## config.mk

```make
export PLATFORM = sky130hd
export DESIGN_NAME = heap_sorter_unit_flat
export DESIGN_NICKNAME = d
export VERILOG_FILES = /design/src/design/hs_pkg.sv /design/src/design/hs_stream_if.sv /design/src/design/hs_ram.sv /design/src/design/heap_sorter_unit.sv /design/src/flat_wrapper.sv
export SDC_FILE = /design/constraint.sdc
export NUM_CORES = 2
export LEC_CHECK = 0
export BUFFER_PORTS_ARGS = -buffer_cell sky130_fd_sc_hd__buf_4
export CELL_PAD_IN_SITES_DETAIL_PLACEMENT = 1
export CELL_PAD_IN_SITES_GLOBAL_PLACEMENT = 1
export CORE_UTILIZATION = 30
export CTS_CLUSTER_DIAMETER = 120
export CTS_CLUSTER_SIZE = 40
export DETAILED_ROUTE_END_ITERATION = 10
export PLACE_DENSITY_LB_ADDON = 0.1
export SLEW_MARGIN = 20
export SYNTH_ARGS = -nofsm -noshare
export SYNTH_HDL_FRONTEND = slang
export SYNTH_SLANG_ARGS = --single-unit
```

## constraint.sdc

```tcl
create_clock -name clk -period 5.47 [get_ports clk]
set_input_delay 0.8205 -clock clk [delete_from_list [all_inputs] [get_ports clk]]
set_output_delay 0.8205 -clock clk [all_outputs]
set_load 0.03 [all_outputs]
```

## src/design/hs_pkg.sv

```systemverilog
// Shared constants and types for the heap sorter.
`timescale 1ns / 1ps
package hs_pkg;

	localparam int ITEM_W        = 32;
	localparam int DEF_MAX_ITEMS = 64;

	typedef enum logic [3:0] {
		ST_LOAD,
		ST_TOP,
		ST_TOPW,
		ST_KID,
		ST_KID2,
		ST_CMP,
		ST_PUT,
		ST_X0,
		ST_XR,
		ST_XK,
		ST_ERD,
		ST_EOUT
	} hs_state_t;

endpackage

```

## src/design/hs_stream_if.sv

```systemverilog
// Valid/ready channel interfaces for the heap sorter input and result streams.
`timescale 1ns / 1ps
interface hs_in_if import hs_pkg::*; ();
	logic                     valid;
	logic                     ready;
	logic signed [ITEM_W-1:0] element_value;
	logic                     is_last;

	modport source (output valid, element_value, is_last, input ready);
	modport sink   (input valid, element_value, is_last, output ready);
endinterface

interface hs_out_if import hs_pkg::*; ();
	logic                     valid;
	logic                     ready;
	logic signed [ITEM_W-1:0] sorted_value;
	logic                     run_end;
	logic                     overflowed;

	modport source (output valid, sorted_value, run_end, overflowed, input ready);
	modport sink   (input valid, sorted_value, run_end, overflowed, output ready);
endinterface

```

## src/design/hs_ram.sv

```systemverilog
// Generic simple dual-port RAM with one write port and a registered read port.
`timescale 1ns / 1ps
module hs_ram #(
	parameter int WIDTH = 32,
	parameter int DEPTH = 64
) (
	input  logic                     clk,
	input  logic                     we,
	input  logic [$clog2(DEPTH)-1:0] waddr,
	input  logic [WIDTH-1:0]         wdata,
	input  logic                     re,
	input  logic [$clog2(DEPTH)-1:0] raddr,
	output logic [WIDTH-1:0]         rdata
);

	logic [WIDTH-1:0] mem_q [DEPTH];

	always_ff @(posedge clk) begin
		if (we) begin
			mem_q[waddr] <= wdata;
		end
		// Read data holds while no read is issued.
		if (re) begin
			rdata <= mem_q[raddr];
		end
	end

endmodule

```

## src/design/heap_sorter_unit.sv

```systemverilog
// Heap sorter: loads a set of signed values, heapsorts them in RAM, emits them ascending.
// Loading accepts one beat per cycle; the beat marked last closes the set.
// Sorting runs about 1.5*N sift passes on the one RAM.
// Emitting reads each result from RAM, then loads it into the output register, waiting while the output is stalled.
// No new set is accepted between the last beat of a set and its final result loading.
// Reset (arst_n low) returns to loading with an empty set; RAM contents are not cleared.
`timescale 1ns / 1ps
module heap_sorter_unit import hs_pkg::*; #(
	parameter int MAX_ITEMS = DEF_MAX_ITEMS
) (
	input  logic      clk,
	input  logic      arst_n,
	hs_in_if.sink     items,
	hs_out_if.source  results
);

	localparam int AW = (MAX_ITEMS > 1) ? $clog2(MAX_ITEMS) : 1;
	localparam int CW = AW + 1;
	localparam int KW = AW + 1;

	hs_state_t state_q, state_d;

	logic [CW-1:0] count_q;
	logic          ovf_q;
	logic          build_q;
	logic          out_valid_q;

	logic [AW-1:0] top_q, last_q, hole_q, k_q, emit_idx_q;
	logic [KW-1:0] kid_q;
	logic signed [ITEM_W-1:0] carried_q, kval_q;
	logic signed [ITEM_W-1:0] out_value_q;
	logic          out_end_q, out_ovf_q;

	// RAM port
	logic              we, re;
	logic [AW-1:0]     waddr, raddr;
	logic [ITEM_W-1:0] wdata, rdata_raw;
	logic signed [ITEM_W-1:0] rdata;

	// Derived values
	logic          accept, has_room, store_it, out_load, emit_final;
	logic [CW-1:0] n_new, n_new_m1;
	logic [KW-1:0] last_ext, kid_first, kid_next;

	hs_ram #(
		.WIDTH (ITEM_W),
		.DEPTH (MAX_ITEMS)
	) u_store (
		.clk   (clk),
		.we    (we),
		.waddr (waddr),
		.wdata (wdata),
		.re    (re),
		.raddr (raddr),
		.rdata (rdata_raw)
	);

	assign rdata      = $signed(rdata_raw);
	assign has_room   = (count_q < CW'(MAX_ITEMS));
	assign accept     = (state_q == ST_LOAD) && items.valid;
	assign store_it   = accept && has_room;
	assign n_new      = count_q + CW'(has_room);
	assign n_new_m1   = n_new - CW'(1);
	assign last_ext   = {1'b0, last_q};
	assign kid_first  = {top_q, 1'b1};
	assign kid_next   = {kid_q[AW-1:0], 1'b1};
	assign emit_final = ({1'b0, emit_idx_q} + KW'(1)) == KW'(count_q);
	assign out_load   = (state_q == ST_EOUT) && (!out_valid_q || results.ready);

	assign items.ready        = (state_q == ST_LOAD);
	assign results.valid      = out_valid_q;
	assign results.sorted_value = out_value_q;
	assign results.run_end    = out_end_q;
	assign results.overflowed = out_ovf_q;

	always_comb begin
		state_d = state_q;
		we      = 1'b0;
		waddr   = hole_q;
		wdata   = carried_q;
		re      = 1'b0;
		raddr   = top_q;
		case (state_q)
			ST_LOAD: begin
				if (store_it) begin
					we    = 1'b1;
					waddr = count_q[AW-1:0];
					wdata = items.element_value;
				end
				if (accept && items.is_last) begin
					state_d = (n_new < CW'(2)) ? ST_ERD : ST_TOP;
				end
			end
			ST_TOP: begin
				re      = 1'b1;
				raddr   = top_q;
				state_d = ST_TOPW;
			end
			ST_TOPW: begin
				if (kid_first > last_ext) begin
					state_d = ST_PUT;
				end else begin
					re      = 1'b1;
					raddr   = kid_first[AW-1:0];
					state_d = ST_KID;
				end
			end
			ST_KID: begin
				if (kid_q < last_ext) begin
					re      = 1'b1;
					raddr   = kid_q[AW-1:0] + AW'(1);
					state_d = ST_KID2;
				end else begin
					state_d = ST_CMP;
				end
			end
			ST_KID2: begin
				state_d = ST_CMP;
			end
			ST_CMP: begin
				if (kval_q > carried_q) begin
					we    = 1'b1;
					waddr = hole_q;
					wdata = kval_q;
					if (kid_next > last_ext) begin
						state_d = ST_PUT;
					end else begin
						re      = 1'b1;
						raddr   = kid_next[AW-1:0];
						state_d = ST_KID;
					end
				end else begin
					state_d = ST_PUT;
				end
			end
			ST_PUT: begin
				we    = 1'b1;
				waddr = hole_q;
				wdata = carried_q;
				if (build_q) begin
					state_d = (top_q == '0) ? ST_X0 : ST_TOP;
				end else begin
					state_d = (k_q == AW'(1)) ? ST_ERD : ST_X0;
				end
			end
			ST_X0: begin
				re      = 1'b1;
				raddr   = '0;
				state_d = ST_XR;
			end
			ST_XR: begin
				re      = 1'b1;
				raddr   = k_q;
				state_d = ST_XK;
			end
			ST_XK: begin
				// The old root moves to the end of the heap; the last slot's value sifts from the root.
				we    = 1'b1;
				waddr = k_q;
				wdata = kval_q;
				if (k_q == AW'(1)) begin
					state_d = ST_PUT;
				end else begin
					re      = 1'b1;
					raddr   = AW'(1);
					state_d = ST_KID;
				end
			end
			ST_ERD: begin
				re      = 1'b1;
				raddr   = emit_idx_q;
				state_d = ST_EOUT;
			end
			ST_EOUT: begin
				if (out_load) begin
					state_d = emit_final ? ST_LOAD : ST_ERD;
				end
			end
			default: begin
				state_d = ST_LOAD;
			end
		endcase
	end

	always_ff @(posedge clk or negedge arst_n) begin
		if (!arst_n) begin
			state_q     <= ST_LOAD;
			count_q     <= '0;
			ovf_q       <= 1'b0;
			build_q     <= 1'b0;
			out_valid_q <= 1'b0;
		end else begin
			state_q <= state_d;
			if (accept) begin
				count_q <= n_new;
				if (!has_room) begin
					ovf_q <= 1'b1;
				end
			end
			if (accept && items.is_last) begin
				build_q <= 1'b1;
			end else if (state_q == ST_PUT && build_q && top_q == '0) begin
				build_q <= 1'b0;
			end
			if (out_load && emit_final) begin
				count_q <= '0;
				ovf_q   <= 1'b0;
			end
			if (out_load) begin
				out_valid_q <= 1'b1;
			end else if (results.ready) begin
				out_valid_q <= 1'b0;
			end
		end
	end

	always_ff @(posedge clk) begin
		case (state_q)
			ST_LOAD: begin
				top_q      <= n_new_m1[AW:1];
				last_q     <= n_new_m1[AW-1:0];
				emit_idx_q <= '0;
			end
			ST_TOPW: begin
				carried_q <= rdata;
				hole_q    <= top_q;
				kid_q     <= kid_first;
			end
			ST_KID: begin
				kval_q <= rdata;
			end
			ST_KID2: begin
				if (rdata > kval_q) begin
					kval_q <= rdata;
					kid_q  <= kid_q + KW'(1);
				end
			end
			ST_CMP: begin
				if (kval_q > carried_q) begin
					hole_q <= kid_q[AW-1:0];
					kid_q  <= kid_next;
				end
			end
			ST_PUT: begin
				if (build_q) begin
					if (top_q == '0) begin
						k_q <= last_q;
					end else begin
						top_q <= top_q - AW'(1);
					end
				end else begin
					k_q <= k_q - AW'(1);
				end
			end
			ST_XR: begin
				kval_q <= rdata;
			end
			ST_XK: begin
				carried_q <= rdata;
				hole_q    <= '0;
				kid_q     <= KW'(1);
				last_q    <= k_q - AW'(1);
			end
			ST_EOUT: begin
				if (out_load) begin
					out_value_q <= rdata;
					out_end_q   <= emit_final;
					out_ovf_q   <= ovf_q;
					emit_idx_q  <= emit_idx_q + AW'(1);
				end
			end
			default: begin
			end
		endcase
	end

endmodule

```

## src/flat_wrapper.sv

```systemverilog
// flat-port wrapper written by rule: the top's interface ports become plain ports
module heap_sorter_unit_flat import hs_pkg::*;
#(
	parameter int MAX_ITEMS = DEF_MAX_ITEMS
)
  (clk, arst_n, items_valid, items_element_value, items_is_last, items_ready, results_valid, results_sorted_value, results_run_end, results_overflowed, results_ready);
  hs_in_if items_i ();
  hs_out_if results_i ();
  input  logic clk;
  input  logic arst_n;
  input wire logic [$bits(items_i.valid)-1:0] items_valid;
  input wire logic [$bits(items_i.element_value)-1:0] items_element_value;
  input wire logic [$bits(items_i.is_last)-1:0] items_is_last;
  output wire logic [$bits(items_i.ready)-1:0] items_ready;
  output wire logic [$bits(results_i.valid)-1:0] results_valid;
  output wire logic [$bits(results_i.sorted_value)-1:0] results_sorted_value;
  output wire logic [$bits(results_i.run_end)-1:0] results_run_end;
  output wire logic [$bits(results_i.overflowed)-1:0] results_overflowed;
  input wire logic [$bits(results_i.ready)-1:0] results_ready;
  assign items_i.valid = items_valid;
  assign items_i.element_value = items_element_value;
  assign items_i.is_last = items_is_last;
  assign items_ready = items_i.ready;
  assign results_valid = results_i.valid;
  assign results_sorted_value = results_i.sorted_value;
  assign results_run_end = results_i.run_end;
  assign results_overflowed = results_i.overflowed;
  assign results_i.ready = results_ready;
  heap_sorter_unit #(.MAX_ITEMS(MAX_ITEMS)) u_core (.clk(clk), .arst_n(arst_n), .items(items_i), .results(results_i));
endmodule
```

==> Word-level counts from Yosys, hierarchy flattened <==
Memories as Yosys holds them, arrays and structs flattened. A register that Yosys moved wholly into a read port is not among the register bits.
Cells that the tools add are included.
{ "classes": {"mux": 59, "n_shift": 0, "mul": 0, "n_reduce_logical": 33, "order_cmp": 7, "n_addsub": 8, "bitwise_logic": 0, "n_eq_ne": 21, "div": 0} }
{ "op_table": {"columns": ["cell", "count"], "rows": [
  ["$mux W32", 3],
  ["$pmux W32 S3", 1],
  ["$mux W6", 12],
  ["$gt A32 B32 Y1", 2],
  ["$pmux W32 S2", 1],
  ["$pmux W4 S12", 1],
  ["$pmux W6 S2", 4],
  ["$pmux W6 S7", 1],
  ["$mux W7", 4],
  ["$pmux W7 S4", 1],
  ["$mux W4", 6],
  ["$pmux W6 S3", 1],
  ["$mux W1", 17],
  ["$eq A4 B3 Y1 const B", 4],
  ["$eq A4 B4 Y1 const B", 4],
  ["$mux W3", 5],
  ["$gt A7 B6 Y1", 2],
  ["$reduce_and A2 Y1", 7],
  ["$reduce_bool A2 Y1", 7],
  ["$add A6 B1 Y6 const B", 2],
  ["$sub A6 B1 Y6 const B", 2],
  ["$ne A2 B1 Y1 const B", 5],
  ["$eq A4 B2 Y1 const B", 2],
  ["$add A6 B1 Y7 const B", 1],
  ["22 further kinds", 33]
]} }
{ "word_totals": {"ramBits": 2048, "reg_bits": 149, "out_inout_bits": 36, "word_cells": 145, "latch_bits": 0, "mem_bits_ro": 0, "n_memories": 1, "inputBits": 37} }
{ "memory_table": {"columns": ["name", "words", "width", "rd", "rd_clocked_by_memory_dff", "write_ports", "line_no", "rtl"], "rows": [
  ["u_core.u_store.mem_q", 64, 32, 1, 1, 1, "hs_ram.sv:16", "logic [WIDTH-1:0] mem_q [DEPTH];"]
]} }

==> Logic depth before layout (Yosys ltp) <==
{ "logic_depth": {"word_depth": 7, "depth_mapped": 21, "depth_no_buf": 15} }

==> Modules after synthesis <==
A second synthesis with hierarchy kept.
{ "hier_totals": {"cells_unflattened": 4176, "area_unflattened_um2": 87901.8} }
{ "by_module_without_submodules": {"columns": ["mod", "seq_area_each_um2", "cells_each", "n_inst", "area_per_inst_um2"], "rows": [
  ["hs_ram", 62459.9, 3324, 1, 78835.6],
  ["heap_sorter_unit", 4404.2, 852, 1, 9066.2]
]} }

==> Worst setup path after synthesis <==
OpenSTA, ideal clock, no wires.
{ "synth_timing": {"path_type": "register to register", "start": "register u_core.kval_q[31]", "end": "memory u_core.u_store.mem_q[24][0], enable pin", "path_stages_with_launch": 13, "period_less_slack_ps": 5464, "setup_slack_ps": 6, "setup_time_ps": 461, "n_path_buf": 2, "required_ps": 5009, "t_arrival_ps": 5003, "cell_sequence": "edfxtp_1 ha_1 buf_4 nand4_4 a2111oi_4 nor3b_4 and3_4 o21bai_1 or2_1 o21ai_1 nor3_1 clkbuf_1 nor3_1"} }
{ "synth_via": {"elab_chain_cells": 5} }
{ "synth_lines": {"columns": ["element", "line_no", "rtl"], "rows": [
  ["from (decl)", "heap_sorter_unit.sv:30", "logic signed [ITEM_W-1:0] carried_q, kval_q;"],
  ["from (signal assigned)", "heap_sorter_unit.sv:230", "kval_q <= rdata;"],
  ["from (signal assigned)", "heap_sorter_unit.sv:234", "kval_q <= rdata;"],
  ["from (signal assigned)", "heap_sorter_unit.sv:256", "kval_q <= rdata;"],
  ["$gt A32 B32 Y1", "heap_sorter_unit.sv:121", "if (kval_q > carried_q) begin"],
  ["$mux W1", "heap_sorter_unit.sv:121", null],
  ["$pmux W1 S3", "heap_sorter_unit.sv:83", "case (state_q)"],
  ["$mux W1", "hs_ram.sv:19", "if (we) begin"],
  ["$mux W1 (implied by the code)", "hs_ram.sv:20", "mem_q[waddr] <= wdata;"],
  ["to (decl)", "hs_ram.sv:16", null]
]} }
No other way between the ends.

==> Worst setup path after layout <==
{ "layout_timing": {"start": "register u_core.kval_q[23]", "end": "register u_core.u_store.rdata[16], read port of u_core.u_store.mem_q (data pin)"} }
{ "layout_via": {"elab_chain_cells": 3, "word_cells_on_any_way": 5, "classes_between": "order compare (1); mux (4)"} }
{ "layout_lines": {"columns": ["element", "line_no", "rtl"], "rows": [
  ["$gt A32 B32 Y1 (*)", "heap_sorter_unit.sv:121", null],
  ["$mux W6 / $mux W1 (equally long branches)", "heap_sorter_unit.sv:121", null],
  ["$pmux W6 S7 / $pmux W1 S5 (equally long branches)", "heap_sorter_unit.sv:83", null],
  ["to (decl)", "hs_ram.sv:13", "output logic [WIDTH-1:0] rdata"]
]} }
Mark *: on every way between the ends. The rest lies on a longest branch, timed or not.
A chain may end at the register's enable or synchronous reset.

==> results.txt <==
----------------------------------------------------
[Critical path]
  Biggest fanout along the worst timing path ... 13
  Worst r2r path cells ... 17
  Signal arrival time at the worst endpoint ... 5.91 ns
  Category of the worst setup path launch point ... register
  Required arrival time at the worst endpoint ... 5.99 ns
  Critical path type ... register to register
  Element type at the critical path end ... register

[Finish]
  # nets final ... 6839
  Layout cells sized above 1 ... 0.1664
  Growth of design area from synthesis to finish ... 15.29%
  Number of non-filler instances in the completed layout ... 10720
  Design area ... 104400 sq um

[Floorplan]
  Chip width ... 551.4 um
  Vertical die dimension ... 551.4 um
  Std-Cell Core Area ... 300000 sq um
  # IOs ... 73
  Standard-cell row count ... 201
  Total Die Area ... 304100 sq um
  Initial core utilization ... 0.3018

[Drt]
  Detailed-route wire length ... 332700 um
  DR iter-0 viols ... 4777
  Via density ... 5.242
  Routed via count ... 56190
  Residual DRC ... 0
  Antenna Nets Post-Route ... 0
  Number of search-and-repair iterations in the first detailed-routing pass ... 6
  Wire length per cell after detailed routing ... 31.04 um

[Synthesis]
  Post-synthesis average cell area ... 14.30 sq um
  Distinct cells, synth ... 84
  Part of the Yosys area used for sequential elements ... 0.7383
  Count of mapped cells out of synthesis ... 6331
  #FFs+latches synth ... 2229
  Area share of the largest cell type after synthesis ... 0.7345
  Complex-gate fraction of the synthesized area ... 0.07785
  Post-synthesis xor/xnor area fraction ... 0.003869
  Number of synthesized flops with an enable pin ... 2215
  Most common library cells after synthesis ... sky130_fd_sc_hd__edfxtp_1 (2215), sky130_fd_sc_hd__nand2_1 (1350), sky130_fd_sc_hd__nand3_1 (463)
  Synth Area in Simple Gates ... 0.1072
  Area of the mapped netlist ... 90560 sq um
  Cell taking the most area after synthesis ... sky130_fd_sc_hd__edfxtp_1
  Most used flip-flop cell after synthesis ... sky130_fd_sc_hd__edfxtp_1
  Top area cells in the synthesized netlist ... sky130_fd_sc_hd__edfxtp_1 (73%), sky130_fd_sc_hd__nand2_1 (5.6%), sky130_fd_sc_hd__mux4_2 (2.7%)
  Adder-Cell Fraction of Synth Area ... 0.01216
  Main combinational cell family by area after synthesis ... simple AND/OR/NAND/NOR gates
  Library cell with the highest instance count after synthesis ... sky130_fd_sc_hd__edfxtp_1
  Synthesized Nets ... 6456
  Share of cell area taken by muxes after synthesis ... 0.03578
  Fraction of synthesis flops using an asynchronous set or reset pin ... 0.006281
  Yosys warning total ... 0

[Global route]
  Total grt overflow ... 0
  Total routing usage reported by global routing ... 0.2160
  Wire length of the first global-routing pass ... 463900 um
  Antenna violations before repair ... 34
  Pin count of the biggest net entering global routing ... 73
  Number of global-route vias before repair ... 57530

[Placement]
  Total half-perimeter wirelength after legalization and detailed placement ... 214300 um
  Number of cells after detailed placement ... 10590
  Cell area after placement ... 101500 sq um
  Placement Setup Slack ... -0.3031 ns
  Gp weighted congestion ... 0.8151
  Port Buf Inserts ... 72

[Clock tree]
  Maximum clock insertion buffer count ... 3
  Clock buffer count from CTS ... 78
  Clk_lat worst skew ... 0.80 ns
  Clock tree from TritonCTS ... yes
  Sinks on the clock net ... 2229
  Number of levels the H-tree was split into ... 3
  Clock tree root buffer cell ... sky130_fd_sc_hd__clkbuf_16
  CTS clock-pin slew for the worst setup and hold paths ... 0.15 ns

[STA]
  Final Hold Fails ... 0
  Final worst path period share ... 0.9847
  Maximum frequency from static timing analysis ... 0.1857 GHz
  Setup repair after global routing missed its margin ... true
  Endpoints failing setup ... 0
  Worst rel slew slack ... 0.2542
  Number of slew-limit violations in the final report ... 0
  Fin Clk Skew ... 0.06291 ns
  Worst Setup Slack, final ... 0.08380 ns
  Slew at the pin closest to its max-slew limit ... 1.119 ns
  Min Tclk post-route ... 5.386 ns

[Min path]
  Hold Path Stages ... 3
  Worst min-delay path category ... input pin to register

[Flow run]
  Max-cap viol count ... 0

[Outcome]
  Result of the run ... finished clean

----------------------------------------------------
==> cells in the final DEF (no fill, tap or decap), drive strengths merged, types with 88 or more instances in the layout <==
cell and count:
buf 697, nand3 464, ha 88, edfxtp 2215
a21oi 325, nor2 159, a31oi 117, and3 127
o21ai 171, a311oi 106, mux4 110, nand2 1351
inv 115
==> flip-flops by register name, summed over array words and instances (netlist names), 7 cells and up <==
register	count
u_core.u_store.mem_q	2048
u_core.carried_q	32
u_core.kval_q	32
u_core.results.sorted_value	32
u_core.u_store.rdata	32
u_core.count_q	7
u_core.kid_q	7
==> kinds of logic (layout without fill, tap and decap cells) <==
group                      after synthesis  count (layout)
and+or+nand+nor                       2235            2235
DFF                                   2229            2229
AOI/OAI and AO/OA                     1061            1061
buffers and inverters                  492             920
muxes                                  186             186
adders and majority gates               88              88
xor gates and xnor gates                40              40
other                                    0               2
==> path summary, 6_finish.rpt <==
check	from	endpoint	slack (ns)
max	u_core.kval_q[23]$_DFFE_PP_	u_core.u_store.rdata[16]$_DFFE_PP_	0.08
min	items_is_last	u_core.build_q$_DFFE_PN0P_	0.33
max reg2reg	u_core.kval_q[23]$_DFFE_PP_	u_core.u_store.rdata[16]$_DFFE_PP_	0.08
min reg2reg	u_core.ovf_q$_DFFE_PN0P_	u_core.results.overflowed$_DFFE_PP_	0.48
max in group asynchronous	arst_n	u_core.state_q[2]$_DFFE_PN0P_	4.83
min in group asynchronous	arst_n	u_core.results.valid$_DFFE_PN0P_	0.43
==> cell type report <==
cell class | count | area [sq um]
multi-input combinational | 3610 | 22520
fill | 30980 | 195600
sequential | 2229 | 66860
timing repair buffer | 698 | 6932
inverter | 97 | 364.1
clock inverter | 41 | 728.2
clock buffer | 84 | 2038
tap | 3958 | 4952
antenna | 2 | 5.005
==> timing repair <==
action / in CTS / in global routing
pin swaps: 0 / 1
setup buffers: 0 / 1
hold buffers: 1 / 0
endpoints found under the setup margin: 13 / 24
resized for setup: 5 / 21
hold endpoints to repair: 14 / 0
cloned: 0 / 0
==> worst max-delay path: stages, from the launching register on <==
cell and delay (ns):
sky130_fd_sc_hd__edfxtp_1 0.41, sky130_fd_sc_hd__ha_1 0.35, sky130_fd_sc_hd__a21oi_1 0.15, sky130_fd_sc_hd__o21ai_0 0.24, sky130_fd_sc_hd__a221oi_2 0.30, sky130_fd_sc_hd__nor3b_4 0.39, sky130_fd_sc_hd__buf_4 0.21, sky130_fd_sc_hd__o22a_1 0.16
sky130_fd_sc_hd__nand3_2 0.12, sky130_fd_sc_hd__buf_4 0.18, sky130_fd_sc_hd__buf_4 0.14, sky130_fd_sc_hd__o31a_1 0.33, sky130_fd_sc_hd__o21ai_4 0.43, sky130_fd_sc_hd__buf_4 0.30, sky130_fd_sc_hd__buf_4 0.30, sky130_fd_sc_hd__a311oi_1 0.09
sky130_fd_sc_hd__o21ai_0 0.80, sky130_fd_sc_hd__a31oi_1 0.20
==> through the flow <==
step | utilization | hold slack [ns] | setup TNS (ns)
finish | 0.3480 | 0.3317 | 0
detailed placement | 0.3382 | 0.4369 | -1.528
CTS | 0.3476 | 0.2696 | 0
global placement | 0.3380 | 0.4411 | -2.057
floorplan | - | 0.4257 | 0
global route | 0.3480 | 0.3131 | -0.01647
==> layer usage <==
metal  GRT usage  routed length, um  up-vias
li1            -                  -    24700
met1      0.2977             151000    30310
met2      0.3747             165200      980
met3     0.01652               9996      203
met4     0.03954               6461        4
met5           0                 26        -
Power is not shown: default switching activity piles up to over one toggle a cycle in this logic, so the estimate is an artifact.
